**config.mk**
```make
export PLATFORM = sky130hd
export DESIGN_NAME = timed_job_slot_table
export DESIGN_NICKNAME = d
export VERILOG_FILES = /design/src/rtl/tjst_pkg.sv /design/src/rtl/tjst_table.sv /design/src/rtl/tjst_cmp.sv /design/src/rtl/tjst_ctrl.sv /design/src/rtl/timed_job_slot_table.sv
export VERILOG_INCLUDE_DIRS = /design/src /design/src/rtl
export SDC_FILE = /design/constraint.sdc
export NUM_CORES = 1
export LEC_CHECK = 0
export ABC_AREA = 1
export CORE_MARGIN = 5
export CORE_UTILIZATION = 39
export CTS_CLUSTER_DIAMETER = 40
export CTS_CLUSTER_SIZE = 8
export DETAILED_ROUTE_END_ITERATION = 16
export DONT_BUFFER_PORTS = 1
export HOLD_SLACK_MARGIN = 0.1
export PLACE_DENSITY = 0.65
export RECOVER_POWER = 100
export SLEW_MARGIN = 15
export SYNTH_ARGS = -nofsm -noshare
export SYNTH_HDL_FRONTEND = slang
export SYNTH_HIERARCHICAL = 1
export SYNTH_SLANG_ARGS = --single-unit
```
**constraint.sdc**
```tcl
create_clock -name clk -period 5.5 [get_ports clk]
set_input_delay 0.55 -clock clk [delete_from_list [all_inputs] [get_ports clk]]
set_output_delay 0.55 -clock clk [all_outputs]
set_load 0.02 [all_outputs]
```
**src/rtl/timed_job_slot_table_defines.svh**
```systemverilog
// Assertion macros for the timed job slot table.
`ifndef TIMED_JOB_SLOT_TABLE_DEFINES_SVH
`define TIMED_JOB_SLOT_TABLE_DEFINES_SVH
`ifndef SYNTHESIS
`define TJST_ASSERT(lbl, clk, rst, prop, msg) \
  lbl: assert property (@(posedge clk) disable iff (rst) prop) else $error(msg);
`define TJST_ASSERT_NEXT(lbl, clk, rst, ante, cons, msg) \
  lbl: assert property (@(posedge clk) disable iff (rst) (ante) |=> (cons)) else $error(msg);
`else
`define TJST_ASSERT(lbl, clk, rst, prop, msg)
`define TJST_ASSERT_NEXT(lbl, clk, rst, ante, cons, msg)
`endif
`endif

```
**src/rtl/tjst_pkg.sv**
```systemverilog
// Types and constants shared by the timed job slot table.
package tjst_pkg;

  localparam int SLOTS   = 8;
  localparam int ID_BITS = 8;
  localparam int ID_W    = (ID_BITS < 8) ? ID_BITS : 8;
  localparam int IDX_W   = (SLOTS > 1) ? $clog2(SLOTS) : 1;
  localparam int CNT_W   = $clog2(SLOTS + 1);
  localparam int TIME_W  = 32;

  localparam logic [TIME_W-1:0] EMPTY_ALARM = 32'hFFFF_FFFF;
  localparam logic KIND_FIRED = 1'b0;
  localparam logic KIND_DONE  = 1'b1;

  typedef enum logic [1:0] {
    CMD_SET  = 2'd0,
    CMD_DEL  = 2'd1,
    CMD_EXEC = 2'd2,
    CMD_GET  = 2'd3
  } cmd_t;

  typedef enum logic [1:0] {
    ST_OK        = 2'd0,
    ST_FULL      = 2'd1,
    ST_NOT_FOUND = 2'd2
  } status_t;

  typedef enum logic [1:0] {
    CMP_EQ,
    CMP_LE,
    CMP_LT
  } cmp_op_t;

  typedef enum logic [2:0] {
    S_IDLE,
    S_FIND,
    S_APPLY,
    S_MIN,
    S_EXEC,
    S_FIRE,
    S_DONE
  } state_t;

  typedef struct packed {
    cmd_t              command;
    logic [7:0]        job_id;
    logic [TIME_W-1:0] when;
  } req_t;

  typedef struct packed {
    logic              kind;
    logic [7:0]        fired_id;
    logic [TIME_W-1:0] job_time;
    logic [TIME_W-1:0] alarm;
    status_t           status;
    logic              last;
  } rsp_t;

  typedef struct packed {
    logic              we;
    logic [IDX_W-1:0]  addr;
    logic [ID_W-1:0]   id;
    logic [TIME_W-1:0] due;
  } wr_req_t;

  typedef struct packed {
    logic valid;
    rsp_t item;
  } emit_t;

endpackage

```
**src/rtl/tjst_table.sv**
```systemverilog
// Slot storage: job ids and due times, one write and one read port.
module tjst_table (
  input  logic                         clk,
  input  tjst_pkg::wr_req_t            wr,
  input  logic [tjst_pkg::IDX_W-1:0]   rd_addr,
  output logic [tjst_pkg::ID_W-1:0]    rd_id,
  output logic [tjst_pkg::TIME_W-1:0]  rd_due
);

  logic [tjst_pkg::ID_W-1:0]   ids  [tjst_pkg::SLOTS];
  logic [tjst_pkg::TIME_W-1:0] dues [tjst_pkg::SLOTS];

  always_ff @(posedge clk) begin
    if (wr.we) begin
      ids[wr.addr]  <= wr.id;
      dues[wr.addr] <= wr.due;
    end
  end

  assign rd_id  = ids[rd_addr];
  assign rd_due = dues[rd_addr];

endmodule

```
**src/rtl/tjst_cmp.sv**
```systemverilog
// Shared comparator used for id matches, due checks and the minimum scan.
module tjst_cmp (
  input  tjst_pkg::cmp_op_t            op,
  input  logic [tjst_pkg::TIME_W-1:0]  a,
  input  logic [tjst_pkg::TIME_W-1:0]  b,
  output logic                         hit
);

  logic lt;
  logic eq;

  assign lt = a < b;
  assign eq = a == b;

  always_comb begin
    case (op)
      tjst_pkg::CMP_EQ: hit = eq;
      tjst_pkg::CMP_LE: hit = lt | eq;
      tjst_pkg::CMP_LT: hit = lt;
      default:          hit = 1'b0;
    endcase
  end

endmodule

```
**src/rtl/tjst_ctrl.sv**
```systemverilog
// Sequencer: walks the slots through the shared comparator for each request.
`include "timed_job_slot_table_defines.svh"
module tjst_ctrl (
  input  logic                         clk,
  input  logic                         rst,
  input  logic                         accept,
  input  tjst_pkg::req_t               req,
  input  logic [tjst_pkg::ID_W-1:0]    rd_id,
  input  logic [tjst_pkg::TIME_W-1:0]  rd_due,
  input  logic                         hit,
  input  logic                         room,
  output tjst_pkg::cmp_op_t            cmp_op,
  output logic [tjst_pkg::TIME_W-1:0]  cmp_a,
  output logic [tjst_pkg::TIME_W-1:0]  cmp_b,
  output logic [tjst_pkg::IDX_W-1:0]   rd_addr,
  output tjst_pkg::wr_req_t            wr,
  output tjst_pkg::emit_t              emit,
  output logic                         busy
);

  localparam int IDX_W  = tjst_pkg::IDX_W;
  localparam int CNT_W  = tjst_pkg::CNT_W;
  localparam int ID_W   = tjst_pkg::ID_W;
  localparam int TIME_W = tjst_pkg::TIME_W;

  tjst_pkg::state_t    state, state_next;
  tjst_pkg::cmd_t      cmd, cmd_next;
  tjst_pkg::status_t   status, status_next;
  logic [ID_W-1:0]     id, id_next;
  logic [TIME_W-1:0]   job_when, job_when_next;
  logic [CNT_W-1:0]    idx, idx_next;
  logic [CNT_W-1:0]    count, count_next;
  logic [IDX_W-1:0]    pos, pos_next;
  logic                found, found_next;
  logic                keep, keep_next;
  logic                sub, sub_next;
  logic [TIME_W-1:0]   alarm, alarm_next;
  logic [TIME_W-1:0]   jt, jt_next;
  logic [ID_W-1:0]     fire_id, fire_id_next;
  logic [TIME_W-1:0]   fire_due, fire_due_next;

  logic [CNT_W-1:0]    tail_c;
  logic [IDX_W-1:0]    tail;
  logic                idx_in;
  logic                has_room;

  assign tail_c   = count - CNT_W'(1);
  assign tail     = tail_c[IDX_W-1:0];
  assign idx_in   = idx < count;
  assign has_room = count < CNT_W'(tjst_pkg::SLOTS);
  assign busy     = state != tjst_pkg::S_IDLE;

  always_comb begin
    state_next = state;
    case (state)
      tjst_pkg::S_IDLE: begin
        if (accept) begin
          state_next = (req.command == tjst_pkg::CMD_EXEC) ? tjst_pkg::S_MIN
                                                           : tjst_pkg::S_FIND;
        end
      end
      tjst_pkg::S_FIND: begin
        if (!idx_in || hit) begin
          state_next = tjst_pkg::S_APPLY;
        end
      end
      tjst_pkg::S_APPLY: state_next = tjst_pkg::S_MIN;
      tjst_pkg::S_MIN: begin
        if (!idx_in) begin
          state_next = (cmd == tjst_pkg::CMD_EXEC) ? tjst_pkg::S_EXEC : tjst_pkg::S_DONE;
        end
      end
      tjst_pkg::S_EXEC: begin
        if (!idx_in) begin
          state_next = tjst_pkg::S_DONE;
        end else if (hit) begin
          state_next = tjst_pkg::S_FIRE;
        end
      end
      tjst_pkg::S_FIRE: begin
        if (room) begin
          state_next = tjst_pkg::S_EXEC;
        end
      end
      tjst_pkg::S_DONE: begin
        if (room) begin
          state_next = tjst_pkg::S_IDLE;
        end
      end
      default: state_next = tjst_pkg::S_IDLE;
    endcase
  end

  always_comb begin
    cmd_next      = cmd;
    status_next   = status;
    id_next       = id;
    job_when_next = job_when;
    idx_next      = idx;
    count_next    = count;
    pos_next      = pos;
    found_next    = found;
    keep_next     = keep;
    sub_next      = sub;
    alarm_next    = alarm;
    jt_next       = jt;
    fire_id_next  = fire_id;
    fire_due_next = fire_due;
    cmp_op        = tjst_pkg::CMP_LT;
    cmp_a         = rd_due;
    cmp_b         = alarm;
    rd_addr       = idx[IDX_W-1:0];
    wr            = '0;
    emit          = '0;
    case (state)
      tjst_pkg::S_IDLE: begin
        if (accept) begin
          cmd_next      = req.command;
          id_next       = req.job_id[ID_W-1:0];
          job_when_next = req.when;
          idx_next      = '0;
          found_next    = 1'b0;
          sub_next      = 1'b0;
          alarm_next    = tjst_pkg::EMPTY_ALARM;
          status_next   = tjst_pkg::ST_OK;
          jt_next       = '0;
        end
      end
      tjst_pkg::S_FIND: begin
        cmp_op = tjst_pkg::CMP_EQ;
        cmp_a  = TIME_W'(rd_id);
        cmp_b  = TIME_W'(id);
        if (idx_in && hit) begin
          found_next = 1'b1;
          pos_next   = idx[IDX_W-1:0];
        end else if (idx_in) begin
          idx_next = idx + CNT_W'(1);
        end
      end
      tjst_pkg::S_APPLY: begin
        idx_next = '0;
        sub_next = 1'b0;
        case (cmd)
          tjst_pkg::CMD_SET: begin
            if (found) begin
              wr = '{we: 1'b1, addr: pos, id: id, due: job_when};
            end else if (has_room) begin
              wr         = '{we: 1'b1, addr: count[IDX_W-1:0], id: id, due: job_when};
              count_next = count + CNT_W'(1);
            end else begin
              status_next = tjst_pkg::ST_FULL;
            end
          end
          tjst_pkg::CMD_DEL: begin
            rd_addr = tail;
            if (found) begin
              wr         = '{we: 1'b1, addr: pos, id: rd_id, due: rd_due};
              count_next = tail_c;
            end else begin
              status_next = tjst_pkg::ST_NOT_FOUND;
            end
          end
          tjst_pkg::CMD_GET: begin
            rd_addr = pos;
            if (found) begin
              jt_next = rd_due;
            end else begin
              status_next = tjst_pkg::ST_NOT_FOUND;
            end
          end
          default: ;
        endcase
      end
      tjst_pkg::S_MIN: begin
        // execute: alarm covers only the slots that will survive
        if (cmd == tjst_pkg::CMD_EXEC && !sub) begin
          cmp_op = tjst_pkg::CMP_LE;
          cmp_b  = job_when;
          if (idx_in) begin
            keep_next = !hit;
            sub_next  = 1'b1;
          end
        end else if (idx_in) begin
          if (hit && (cmd != tjst_pkg::CMD_EXEC || keep)) begin
            alarm_next = rd_due;
          end
          idx_next = idx + CNT_W'(1);
          sub_next = 1'b0;
        end
        if (!idx_in) begin
          idx_next = '0;
        end
      end
      tjst_pkg::S_EXEC: begin
        cmp_op = tjst_pkg::CMP_LE;
        cmp_b  = job_when;
        if (idx_in && hit) begin
          fire_id_next  = rd_id;
          fire_due_next = rd_due;
        end else if (idx_in) begin
          idx_next = idx + CNT_W'(1);
        end
      end
      tjst_pkg::S_FIRE: begin
        rd_addr = tail;
        if (room) begin
          emit.valid         = 1'b1;
          emit.item.kind     = tjst_pkg::KIND_FIRED;
          emit.item.fired_id = 8'(fire_id);
          emit.item.job_time = fire_due;
          emit.item.alarm    = alarm;
          emit.item.status   = tjst_pkg::ST_OK;
          emit.item.last     = 1'b0;
          // tail moves into the freed slot, which is then checked again
          wr         = '{we: 1'b1, addr: idx[IDX_W-1:0], id: rd_id, due: rd_due};
          count_next = tail_c;
        end
      end
      tjst_pkg::S_DONE: begin
        if (room) begin
          emit.valid         = 1'b1;
          emit.item.kind     = tjst_pkg::KIND_DONE;
          emit.item.fired_id = (cmd == tjst_pkg::CMD_EXEC) ? 8'd0 : 8'(id);
          emit.item.job_time = jt;
          emit.item.alarm    = alarm;
          emit.item.status   = status;
          emit.item.last     = 1'b1;
        end
      end
      default: ;
    endcase
  end

  always_ff @(posedge clk) begin
    if (rst) begin
      state <= tjst_pkg::S_IDLE;
      count <= '0;
    end else begin
      state <= state_next;
      count <= count_next;
    end
    cmd      <= cmd_next;
    status   <= status_next;
    id       <= id_next;
    job_when <= job_when_next;
    idx      <= idx_next;
    pos      <= pos_next;
    found    <= found_next;
    keep     <= keep_next;
    sub      <= sub_next;
    alarm    <= alarm_next;
    jt       <= jt_next;
    fire_id  <= fire_id_next;
    fire_due <= fire_due_next;
  end

  `TJST_ASSERT(a_count_max, clk, rst, count <= CNT_W'(tjst_pkg::SLOTS), "slot count over capacity")
  `TJST_ASSERT(a_emit_state, clk, rst, emit.valid |-> (state == tjst_pkg::S_FIRE || state == tjst_pkg::S_DONE), "result outside report states")
  `TJST_ASSERT_NEXT(a_accept_busy, clk, rst, accept, busy, "request accepted without starting")
  `TJST_ASSERT_NEXT(a_fire_shrinks, clk, rst, emit.valid && !emit.item.last, count == $past(tail_c), "fired job not removed")

endmodule

```
**src/rtl/timed_job_slot_table.sv**
```systemverilog
// Timed job slot table top level: sequencer, shared comparator, slots, result register.
// Set, delete and get search the slots for the id, apply the command, then rescan for the alarm.
// Execute finds the alarm over the surviving slots, then removes and reports each due job.
// A new request is taken only when idle, so not until the completion result is registered.
// A finished result sits in the output register while the next request is taken.
// Reset empties the table (count to zero); slot contents are not cleared.
module timed_job_slot_table (
  input  logic            clk,
  input  logic            rst,
  input  logic            req_valid,
  output logic            req_stall,
  input  tjst_pkg::req_t  req,
  output logic            rsp_valid,
  input  logic            rsp_stall,
  output tjst_pkg::rsp_t  rsp
);

  logic                          accept;
  logic                          busy;
  logic                          room;
  logic                          hit;
  tjst_pkg::cmp_op_t             cmp_op;
  logic [tjst_pkg::TIME_W-1:0]   cmp_a;
  logic [tjst_pkg::TIME_W-1:0]   cmp_b;
  logic [tjst_pkg::IDX_W-1:0]    rd_addr;
  logic [tjst_pkg::ID_W-1:0]     rd_id;
  logic [tjst_pkg::TIME_W-1:0]   rd_due;
  tjst_pkg::wr_req_t             wr;
  tjst_pkg::emit_t               emit;

  assign req_stall = busy;
  assign accept    = req_valid && !req_stall;
  assign room      = !rsp_valid || !rsp_stall;

  tjst_ctrl u_ctrl (
    .clk     (clk),
    .rst     (rst),
    .accept  (accept),
    .req     (req),
    .rd_id   (rd_id),
    .rd_due  (rd_due),
    .hit     (hit),
    .room    (room),
    .cmp_op  (cmp_op),
    .cmp_a   (cmp_a),
    .cmp_b   (cmp_b),
    .rd_addr (rd_addr),
    .wr      (wr),
    .emit    (emit),
    .busy    (busy)
  );

  tjst_cmp u_cmp (
    .op  (cmp_op),
    .a   (cmp_a),
    .b   (cmp_b),
    .hit (hit)
  );

  tjst_table u_table (
    .clk     (clk),
    .wr      (wr),
    .rd_addr (rd_addr),
    .rd_id   (rd_id),
    .rd_due  (rd_due)
  );

  always_ff @(posedge clk) begin
    if (rst) begin
      rsp_valid <= 1'b0;
    end else if (room) begin
      rsp_valid <= emit.valid;
    end
    if (emit.valid) begin
      rsp <= emit.item;
    end
  end

endmodule
```
# [Word-level counts from Yosys, hierarchy flattened]
# Memories as Yosys holds them, arrays and structs flattened.
# Index checks and enable logic that the tools add are counted.
[classes] n_eq_ne=36 magnitude_cmp=3 mux=64 add_sub_neg=3 bitwise=1 n_reduce_logical=37
[ops] operator="$mux W32" n=9
[ops] operator="$mux W44" n=4
[ops] operator="$pmux W44 S2" n=2
[ops] operator="$mux W77" n=2
[ops] operator="$pmux W77 S2" n=1
[ops] operator="$pmux W32 S2" n=2
[ops] operator="$pmux W32 S3" n=1
[ops] operator="$mux W4" n=9
[ops] operator="$eq A32 B32 Y1" n=1
[ops] operator="$lt A32 B32 Y1" n=1
[ops] operator="$mux W3" n=7
[ops] operator="$pmux W3 S7" n=1
[ops] operator="$ne A3 B3 Y1 const B" n=6
[ops] operator="$reduce_and A6 Y1" n=3
[ops] operator="$pmux W4 S2" n=2
[ops] operator="$pmux W4 S4" n=1
[ops] operator="$mux W2" n=7
[ops] operator="$ne A2 B1 Y1 const B" n=7
[ops] operator="$ne A2 B2 Y1 const B" n=7
[ops] operator="$pmux W3 S2" n=2
[ops] operator="$reduce_and A5 Y1" n=2
[ops] operator="$eq A3 B3 Y1 const B" n=3
[ops] operator="$ne A3 B2 Y1 const B" n=3
[ops] operator="$reduce_and A3 Y1" n=3
[ops] operator="other kinds (26)" n=58
[totals] output_inout_bits=78 n_memories=2 input_bits=46 ff_bits=242 ram_bits=320 wordCells=168
[memory_table] memory="u_table.dues" words=8 width=32 read_ports=1 rd_ports_with_merged_regs=0 wr=1 line_no="tjst_table.sv:11" source="logic [tjst_pkg::TIME_W-1:0] dues [tjst_pkg::SLOTS];"
[memory_table] memory="u_table.ids" words=8 width=8 read_ports=1 rd_ports_with_merged_regs=0 wr=1 line_no="tjst_table.sv:10" source="logic [tjst_pkg::ID_W-1:0] ids [tjst_pkg::SLOTS];"

# [Longest topological paths before layout]
# Gate-level depths: netlist (run 1).
# An unclocked memory read counts as a cell.
[depth] depth_word=13 depth_mapped=38 mapped_depth_nobuf=34

# [Cells and area by module]
# The synthesis (run 1) kept the hierarchy.
[modules_own_cells] mod="tjst_table" area_each_um2=13998.4 n_inst=1 seq_area_each_um2=9609.2 cells_per_inst=1401
[modules_own_cells] mod="tjst_ctrl" area_each_um2=8065.2 n_inst=1 seq_area_each_um2=4884.7 cells_per_inst=791
[modules_own_cells] mod="timed_job_slot_table" area_each_um2=2328.5 n_inst=1 seq_area_each_um2=2302.2 cells_per_inst=82
[modules_own_cells] mod="tjst_cmp" area_each_um2=880.8 n_inst=1 seq_area_each_um2=0.0 cells_per_inst=141

# [Worst setup path before layout (run 1)]
# OpenSTA, ideal clock, no wires.
[synth_timing] path_kind="reg-to-reg" start="reg u_ctrl.state[2]" end="reg u_ctrl.fire_due[0] (enable)" path_buffers=5 period_less_slack_ns=5.114 required_ns=5.063 slack_ns=0.386 stages_incl_launch_ff=29 setup_time_ns=0.437 t_arrival_ns=4.676 cell_sequence="dfxtp_1 -> buf_2 -> nor2_4 -> nand2_2 -> buf_2 -> a21oi_1 -> o221ai_1 -> o221ai_1 -> buf_6 -> buf_4 -> buf_2 -> nand2_1 -> nand3_1 -> nand2_1 -> nand2_1 -> nand2_1 -> nand2_1 -> o21ai_0 -> ha_1 -> a21o_1 -> nor2_1 -> nand2_1 -> nand2_1 -> nand2_1 -> nand2_1 -> nand2_1 -> nand2_1 -> nand2_1 -> nor2_1"
[synth_between] elab_chain_len=9 elab_cells_between_ends=20 cone_classes="order compare: 1; eq/ne: 8; mux: 5; bitwise: 1; reduce/logical: 3; memory: 2"
[synth_lines] item="start, declared" line_no="tjst_ctrl.sv:26" source="tjst_pkg::state_t state, state_next;"
[synth_lines] item="start signal, assigned" line_no="tjst_ctrl.sv:236" source="state <= tjst_pkg::S_IDLE;"
[synth_lines] item="start signal, assigned" line_no="tjst_ctrl.sv:239" source="state <= state_next;"
[synth_lines] item="$eq A3 B3 Y1 or $eq A3 B2 Y1 (tied branches)" line_no="tjst_ctrl.sv:115" source="case (state)"
[synth_lines] item="$pmux W3 S2 *" line_no="tjst_ctrl.sv:115"
[synth_lines] item="named net rd_addr (one bit)" line_no="timed_job_slot_table.sv:25" source="logic [tjst_pkg::IDX_W-1:0] rd_addr;"
[synth_lines] item="$mem_v2 Z8 W32 *"
[synth_lines] item="named net rd_due (one bit)" line_no="timed_job_slot_table.sv:27" source="logic [tjst_pkg::TIME_W-1:0] rd_due;"
[synth_lines] item="$mux W32 *" line_no="tjst_ctrl.sv:115"
[synth_lines] item="named net cmp_a (one bit)" line_no="timed_job_slot_table.sv:23" source="logic [tjst_pkg::TIME_W-1:0] cmp_a;"
[synth_lines] item="$lt A32 B32 Y1 or $eq A32 B32 Y1 (tied branches)" line_no="tjst_cmp.sv:12, tjst_cmp.sv:13"
[synth_lines] item="$or A1 B1 Y1" line_no="tjst_cmp.sv:18" source="tjst_pkg::CMP_LE: hit = lt | eq;"
[synth_lines] item="$pmux W1 S3 *" line_no="tjst_cmp.sv:16" source="case (op)"
[synth_lines] item="named net hit" line_no="timed_job_slot_table.sv:21" source="logic hit;"
[synth_lines] item="$logic_and A1 B1 Y1 *" line_no="tjst_ctrl.sv:197" source="if (idx_in && hit) begin"
[synth_lines] item="$reduce_and A2 Y1 (no source line) *"
[synth_lines] item="end signal, assigned" line_no="tjst_ctrl.sv:254" source="fire_due <= fire_due_next;"
[synth_lines] item="end, declared" line_no="tjst_ctrl.sv:40" source="logic [TIME_W-1:0] fire_due, fire_due_next;"
# The timed path passes the listed nets; every way through them passes the cells marked *.
# A chain may end at the register's enable or synchronous reset.

==> key figures, run 1 <==
Run status
  • Status: finished, violations left
  • Violated checks: max-capacitance violations, max-slew violations

Worst setup path
  • Startpoint types: register
  • Critical R2R Launch: u_ctrl/state[0]
  • Largest fanout on the critical path: 24
  • Worst EP required: between 5 and 6 ns
  • Flop-to-flop setup slack: 0.27 ns
  • Critical path arrival: 5.47 ns
  • Critical path endpoint category: register
  • CP Class: reg -> reg
  • FF-to-FF End: u_table/ids[3][4]
  • Worst R2R Path Depth: 10

Finish
  • Final #Nets: around 2600
  • Fill cell count: 5802
  • Area delta synth->final: 16.2%
  • Fin cells: around 3400
  • Fraction of layout cells with a size suffix above 1: 11.7%
  • ANT cells: 0
  • Final core utilization: between 40 and 50%

Place
  • DP HPWL: 41500 um
  • DP Cell Count: 3215
  • Post-Place Worst Slack: 0.205 ns
  • Final Wtd Congestion: a little under 0.9
  • Port bufs: 0

Die
  • Full die area: between 0.06 and 0.07 sq mm
  • I/O pins: ~120
  • FP Rows: 93
  • Die Y: 265 um
  • Initial Utilization: between 30% and 40%
  • Area of the core: ~0.064 sq mm
  • Die width: 265 um

Clock tree
  • CTS buffer count: just over 90
  • Root Buffer: clkbuf_16
  • Worst-path clk slew: 0.05 ns
  • Clk buf depth: 3
  • CTS tree: built
  • Worst skew pair latency: 0.62 ns
  • Total number of H-tree levels: 3
  • CTS sink count: between 500 and 600

Timing
  • Final Max Tran Viols: between 100 and 150
  • Fin worst setup slack: 0.271 ns
  • Period minus WS final: roughly 5.2 ns
  • Rel. slew slack: -102%
  • Final hold vios: 0
  • Final Setup Violations: 0
  • Clock skew: 0.0187 ns
  • Worst-Margin Slew: roughly 3.0 ns
  • RSZ-0062 raised after global routing: no
  • Final cycle utilization of the critical path: 95.1%
  • F_max: 0.191 GHz
  • Setup TNS: 0 ns

GRT
  • Initial antenna violation count: 0
  • First-pass GRT wire length: approximately 100000 um
  • Largest net degree at the start of global routing: 85
  • Total grt overflow: 0
  • Vias in the first global route: 17300
  • Total GRT Usage: 19.3%

Worst hold path
  • Worst hold endpoint: u_ctrl/state[1]
  • Hold Path Class: in -> reg
  • Worst Hold Depth: 3
  • Min-delay src: rst

Synthesis
  • Top-area cell type share of the netlist area: 65.8%
  • #FFs+latches synth: approximately 560
  • Main flop type after synthesis: edfxtp_1
  • Unique masters post-synth: 48
  • Mean Syn Cell Area: 10.5 sq um
  • Most numerous cell in the Yosys netlist: nand2_1
  • Post-synth EDFFs: 554
  • Synth Cell Area: 0.0253 sq mm
  • Sequential area share after synthesis: approximately two thirds
  • Syn nets: 2499
  • Leading area contributor after synthesis: edfxtp_1
  • Gate Count Post-Synth: 2415
  • Ys Warns: 6
  • List of most frequent post-synthesis cells: 670 x nand2_1, 554 x edfxtp_1, 436 x inv_1
  • Async set or reset register ratio after synthesis: 0%
  • Top cells by area, synth: edfxtp_1 66%, nand2_1 10%, inv_1 6.5%

Detailed routing
  • DRC viols: 0
  • 1st-pass router iterations: 5
  • WL per Instance: 20.4 um
  • Vias: about 18000
  • Initial detailed-routing violation count: 1976
  • Final wirelength: 69200 um
  • Vias per cell: between 5 and 6
  • Final ANT Viol Nets: 0

Power and ir drop
  • Worst VDD drop: ~0.3 mV
  • Pwr Total: 18.0 mW
  • Pwr per Cell Area: 613 mW/mm^2
  • Leak pwr: between 10 and 15 nW

Run
  • Max cap viols: 5
power breakdown:
part | switching (mW) | total [mW] | internal (mW)
registers | 0.307 | 5.97 | 5.66
clock network | 1.81 | 5.00 | 3.19
logic | 5.02 | 7.03 | 2.01
cells in the final DEF, fill, tap and decap left out, types with 2 or more instances in the layout:
cell type	netlist	final
ha_1	38	38
o211ai_1	4	4
dfxtp_1	8	8
a32o_1	8	8
nand4_1	6	6
bufinv_16	0	4
nor2_1	101	96
clkinvlp_4	0	2
clkinv_1	1	14
dlygate4sd3_1	0	44
xnor2_1	4	4
inv_1	436	439
inv_2	107	104
nand2_1	670	671
nand3_1	175	175
o21ai_0	22	21
buf_12	0	9
nor3_1	1	2
inv_6	0	2
clkbuf_2	0	8
xor2_1	2	2
a21oi_1	23	22
nand2_2	5	5
edfxtp_1	554	554
clkbuf_4	0	5
a22o_1	33	33
clkinv_4	0	2
a211oi_1	3	3
clkinv_2	0	6
buf_4	8	24
nor2_4	2	9
clkbuf_1	20	14
o32ai_1	24	24
o22ai_1	43	43
nor2_2	14	12
o221ai_1	10	9
clkbuf_16	0	93
per-layer routing:
metal  vias up  share of wire, %  track usage (%)
li1       8003                 -                -
met1      8408                41             26.9
met4         0               2.8             5.82
met3       165                11             4.92
met2       969                45             30.0
met5         -                 0                0
kinds of logic (layout without fill, tap and decap cells):
kind of cell	after synthesis	count (layout)	synth area share, %
and+or+nand+nor	983	983	16.0
buffers and inverters	647	772	10.4
DFF	562	562	66.5
AOI/OAI and AO/OA	179	179	5.07
adders and majority gates	38	38	1.88
xor gates and xnor gates	6	6	0.208
repair_timing:
action                                  4_1_cts  5_1_grt
endpoints found under the setup margin        0       76
hold buffers                                 44        0
setup buffers                                 0        2
gates resized for setup                       0        4
hold endpoints to repair                     44        0
worst max path at each step:
stage / endpoint / slack, ns / cells after the start / startpoint
2_1_floorplan: u_ctrl/fire_due[0] / 0.39 / 28 / u_ctrl/state[2]
3_3_place_gp: u_ctrl/alarm[11] / 0.33 / 25 / u_ctrl/cmd[0]
3_5_place_dp: u_ctrl/alarm[11] / 0.21 / 25 / u_ctrl/state[0]
4_1_cts: u_ctrl/alarm[9] / 0.13 / 25 / u_ctrl/state[0]
5_1_grt: u_ctrl/alarm[14] / 0.01 / 25 / u_ctrl/state[0]
6_report: u_table/ids[3][4] / 0.27 / 10 / u_ctrl/state[0]
sequential cells by signal, summed over array words and instances (netlist names):
| signal | cells |
|---|---|
| u_table/ids | 64 |
| u_ctrl/jt | 32 |
| u_ctrl/fire_id | 8 |
| u_ctrl/keep | 1 |
| rsp | 76 |
| u_ctrl/pos | 3 |
| rsp_valid | 1 |
| u_ctrl/count | 4 |
| u_table/dues | 256 |
| u_ctrl/id | 8 |
| u_ctrl/fire_due | 32 |
| u_ctrl/idx | 4 |
| u_ctrl/cmd | 2 |
| u_ctrl/job_when | 32 |
| u_ctrl/status | 2 |
| u_ctrl/found | 1 |
| u_ctrl/alarm | 32 |
| u_ctrl/state | 3 |
| u_ctrl/sub | 1 |
cell type report:
cell class                 instances  area (sq um)  share of cell area, %
sequential                       562         16800                   57.2
multi-input combinational       1206          5930                   20.2
clock buffer                     105          2370                   8.08
inverter                         545          2050                   6.97
tap                              855          1070                   3.64
timing repair buffer              93           901                   3.07
clock inverter                    29           249                  0.848
critical path, cell delays in order, from the launching register on:
cell and delay (ns):
dfxtp_1 0.42, inv_1 0.12, nor2_2 0.18, nand2_2 0.18, nor2_1 1.67, buf_4 0.59
nand2_1 0.09, o211ai_1 0.19, nand2_1 0.17, nor2_4 0.56, clkbuf_2 0.65
per-stage QoR:
stage	hold slack, ns	cell area, sq um
2_1_floorplan	0.494	25300
3_3_place_gp	0.529	26400
3_5_place_dp	0.528	26400
4_1_cts	0.142	29500
5_1_grt	0.189	29400
6_report	0.182	29400
(Power assumes the default switching activity.)
==> run 2: changes to the inputs <==
--- a/config.mk
+++ b/config.mk
@@ -14,6 +14,7 @@
 export DETAILED_ROUTE_END_ITERATION = 16
 export DONT_BUFFER_PORTS = 1
 export HOLD_SLACK_MARGIN = 0.1
+export MAX_ROUTING_LAYER = met4
 export PLACE_DENSITY = 0.65
 export RECOVER_POWER = 100
 export SLEW_MARGIN = 15
==> run 2 against run 1 <==
The run still ends with max-capacitance violations, max-slew violations left; final area decreased by 0.15%; worst hold slack got worse by 0.027 ns; non-clock buffer count decreased by 2; clock-buffer cell count increased by 2; critical path type unchanged; largest power group unchanged.
==> key figures, run 2 (synthesized netlist as in run 1, its figures left out) <==
Worst setup path
  • Startpoint types: register
  • Crit-path slowest cell: clkbuf_1
  • Critical path arrival: 5.60 ns (+0.13 ns)
  • Most used cell, CP: clkbuf_1
  • Flop-to-flop setup slack: 0.16 ns (-0.11 ns)
  • Crit-path cells: nor2_4, nand2_2, clkbuf_1, nor2_1, a31oi_2, clkbuf_1, o22ai_1
  • CP Class: reg -> reg
  • Worst EP required: 5.75 ns (about the same)
  • Max incr delay on CP: 1.78 ns (+0.11 ns)
  • Family with the most delay on the worst path: buffers and inverters
  • Crit path buffers/inverters: 2 (-1)
  • Critical path endpoint category: register
  • Largest fanout on the critical path: 37 (+54%)

Timing
  • Setup TNS: 0 ns (unchanged)
  • Final cycle utilization of the critical path: 97.1% (+2.1 points)
  • Final Max Tran Viols: 194 (+62%)
  • Rel. slew slack: -94.5% (+7.8 points)
  • Worst-Margin Slew: 2.92 ns (-0.0993 ns)
  • Clock skew: 0.0303 ns (+0.0116 ns)
  • F_max: 0.187 GHz (-2.1%)
  • Fin worst setup slack: 0.157 ns (-0.114 ns)
  • Final hold vios: 0 (unchanged)
  • Final Setup Violations: 0 (unchanged)
  • RSZ-0062 raised after global routing: no
  • Period minus WS final: 5.34 ns (+0.114 ns)

Finish
  • Fin cells: 3389 (-0.18%)
  • Largest register FFs: 256 (unchanged)
  • Most common cell after layout, fill and taps aside: nand2_1
  • Area delta synth->final: 16.0%
  • Final Instance Area: 0.0293 sq mm (-0.15%)
  • Regs by FF count: u_table/dues x256, rsp x76, u_table/ids x64
  • Fraction of layout cells with a size suffix above 1: 11.2% (-0.48 points)
  • Biggest register: u_table/dues
  • Fill cell count: 5757 (-0.78%)
  • Most frequent cells in the layout: 672 x nand2_1, 554 x edfxtp_1, 440 x inv_1, 175 x nand3_1, 103 x inv_2
  • Final core utilization: 45.6% (-0.066 points)
  • Final #Nets: 2579 (-0.15%)

Die
  • FP Rows: 93 (unchanged)
  • Full die area: 0.0700 sq mm (unchanged)
  • Die width: 265 um (unchanged)
  • Die Y: 265 um (unchanged)
  • Area of the core: 0.0643 sq mm (unchanged)
  • Initial Utilization: 39.3% (unchanged)
  • I/O pins: 124 (unchanged)

Clock tree
  • CTS sink count: 562 (unchanged)
  • CTS buffer count: 89 (-2.2%)
  • Total number of H-tree levels: 3 (unchanged)
  • Worst-path clk slew: 0.05 ns (about the same)
  • CTS tree: built
  • Clk buf depth: 3 (unchanged)
  • Root Buffer: clkbuf_16
  • Worst skew pair latency: 0.62 ns (about the same)

Worst hold path
  • Hold Path Class: in -> reg

Place
  • DP Cell Count: 3215 (unchanged)
  • Port bufs: 0 (unchanged)
  • Dpl cell area: 0.0264 sq mm (about the same)
  • Final Wtd Congestion: 0.914 (+2.2%)
  • DP HPWL: 40200 um (-3.3%)
  • Post-Place Worst Slack: 0.301 ns (+0.0955 ns)

GRT
  • Largest net degree at the start of global routing: 130 (+53%)
  • First-pass GRT wire length: 102000 um (-2.3%)
  • Total grt overflow: 0 (unchanged)
  • Initial antenna violation count: 1 (+1)
  • Vias in the first global route: 16600 (-3.9%)
  • Total GRT Usage: 19.4% (+0.16 points)

Detailed routing
  • Vias per cell: 5.10 (-1.3%)
  • DRC viols: 0 (unchanged)
  • WL per Instance: 20.0 um (-1.7%)
  • Vias: 17300 (-1.5%)
  • Initial detailed-routing violation count: 2044 (+3.4%)
  • Final ANT Viol Nets: 0 (unchanged)
  • 1st-pass router iterations: 6 (+1)
  • Final wirelength: 67800 um (-1.9%)

Power and ir drop
  • Pwr per Cell Area: 610 mW/mm^2 (-0.42%)
  • Worst VDD drop: 0.390 mV (+33%)
  • Leak pwr: 12.8 nW (-0.32%)

Run
  • Max cap viols: 5 (unchanged)

Run status
  • Status: finished, violations left
  • Violated checks: max-capacitance violations, max-slew violations
run 2: cell count changes in the layout (fill, tap and decap cells not counted), sizes merged:
cell / delta
diode: +1
buf: -1
bufinv: +1
inv: -2
clkinv: -7
clkinvlp: +1
clkbuf: +2
dlygate4sd3: -1
run 2: path summary, 6_finish.rpt:
kind,startpoint,endpoint,depth (start not counted)
worst max-delay path,u_ctrl/state[2],u_table/ids[0][2],7
worst min-delay path,rsp_stall,rsp_valid,2
worst max register to register,u_ctrl/state[2],u_table/ids[0][2],7
worst min register to register,u_ctrl/fire_due[21],rsp[56],1
run 2: layer usage:
layer / vias to the layer above / global-route usage (%) / wire length, um
met2: 965 / 29.6 / 30800
met1: 8208 / 26.6 / 28400
met3: 127 / 4.75 / 7200
li1: 7989 / - / -
met4: 0 / 4.76 / 1450
met5: - / - / 0
run 2: where the power goes:
group / switching, mW / internal [mW] / total, mW
Sequential: 0.302 / 5.66 / 5.97
Combinational: 4.97 / 1.99 / 6.95
Clock: 1.80 / 3.18 / 4.98
Total: 7.06 / 10.8 / 17.9
run 2: through the flow:
stage / hold slack (ns) / power [mW]
floorplan: 0.494 / 10.8
global route: 0.135 / 19.0
detailed placement: 0.521 / 12.8
CTS: 0.116 / 17.9
global placement: 0.525 / 12.7
finish: 0.154 / 17.9
run 2: cell type report:
cell class / count / area, sq um / area share (%)
Multi-Input combinational cell: 1206 / 5930 / 20.2
Inverter: 545 / 2050 / 6.98
Timing Repair Buffer: 91 / 877 / 2.99
Tap cell: 855 / 1070 / 3.65
Sequential cell: 562 / 16800 / 57.3
Clock buffer: 107 / 2340 / 7.97
Clock inverter: 22 / 262 / 0.892
Antenna cell: 1 / 2.50 / 0.00853
run 2: timing repair:
item,in CTS,in global routing
hold buffers,43,0
endpoints found under the hold margin,44,0
buffers inserted,0,1
endpoints found under the setup margin,0,21
gates resized for setup,0,0
run 2: worst register-to-register path: stages (launching register included):
cell      delay (ns)
dfxtp_1         0.54
nor2_4          0.10
nand2_2         0.12
clkbuf_1        1.78
nor2_1          0.40
a31oi_2         1.17
clkbuf_1        0.52
o22ai_1         0.36
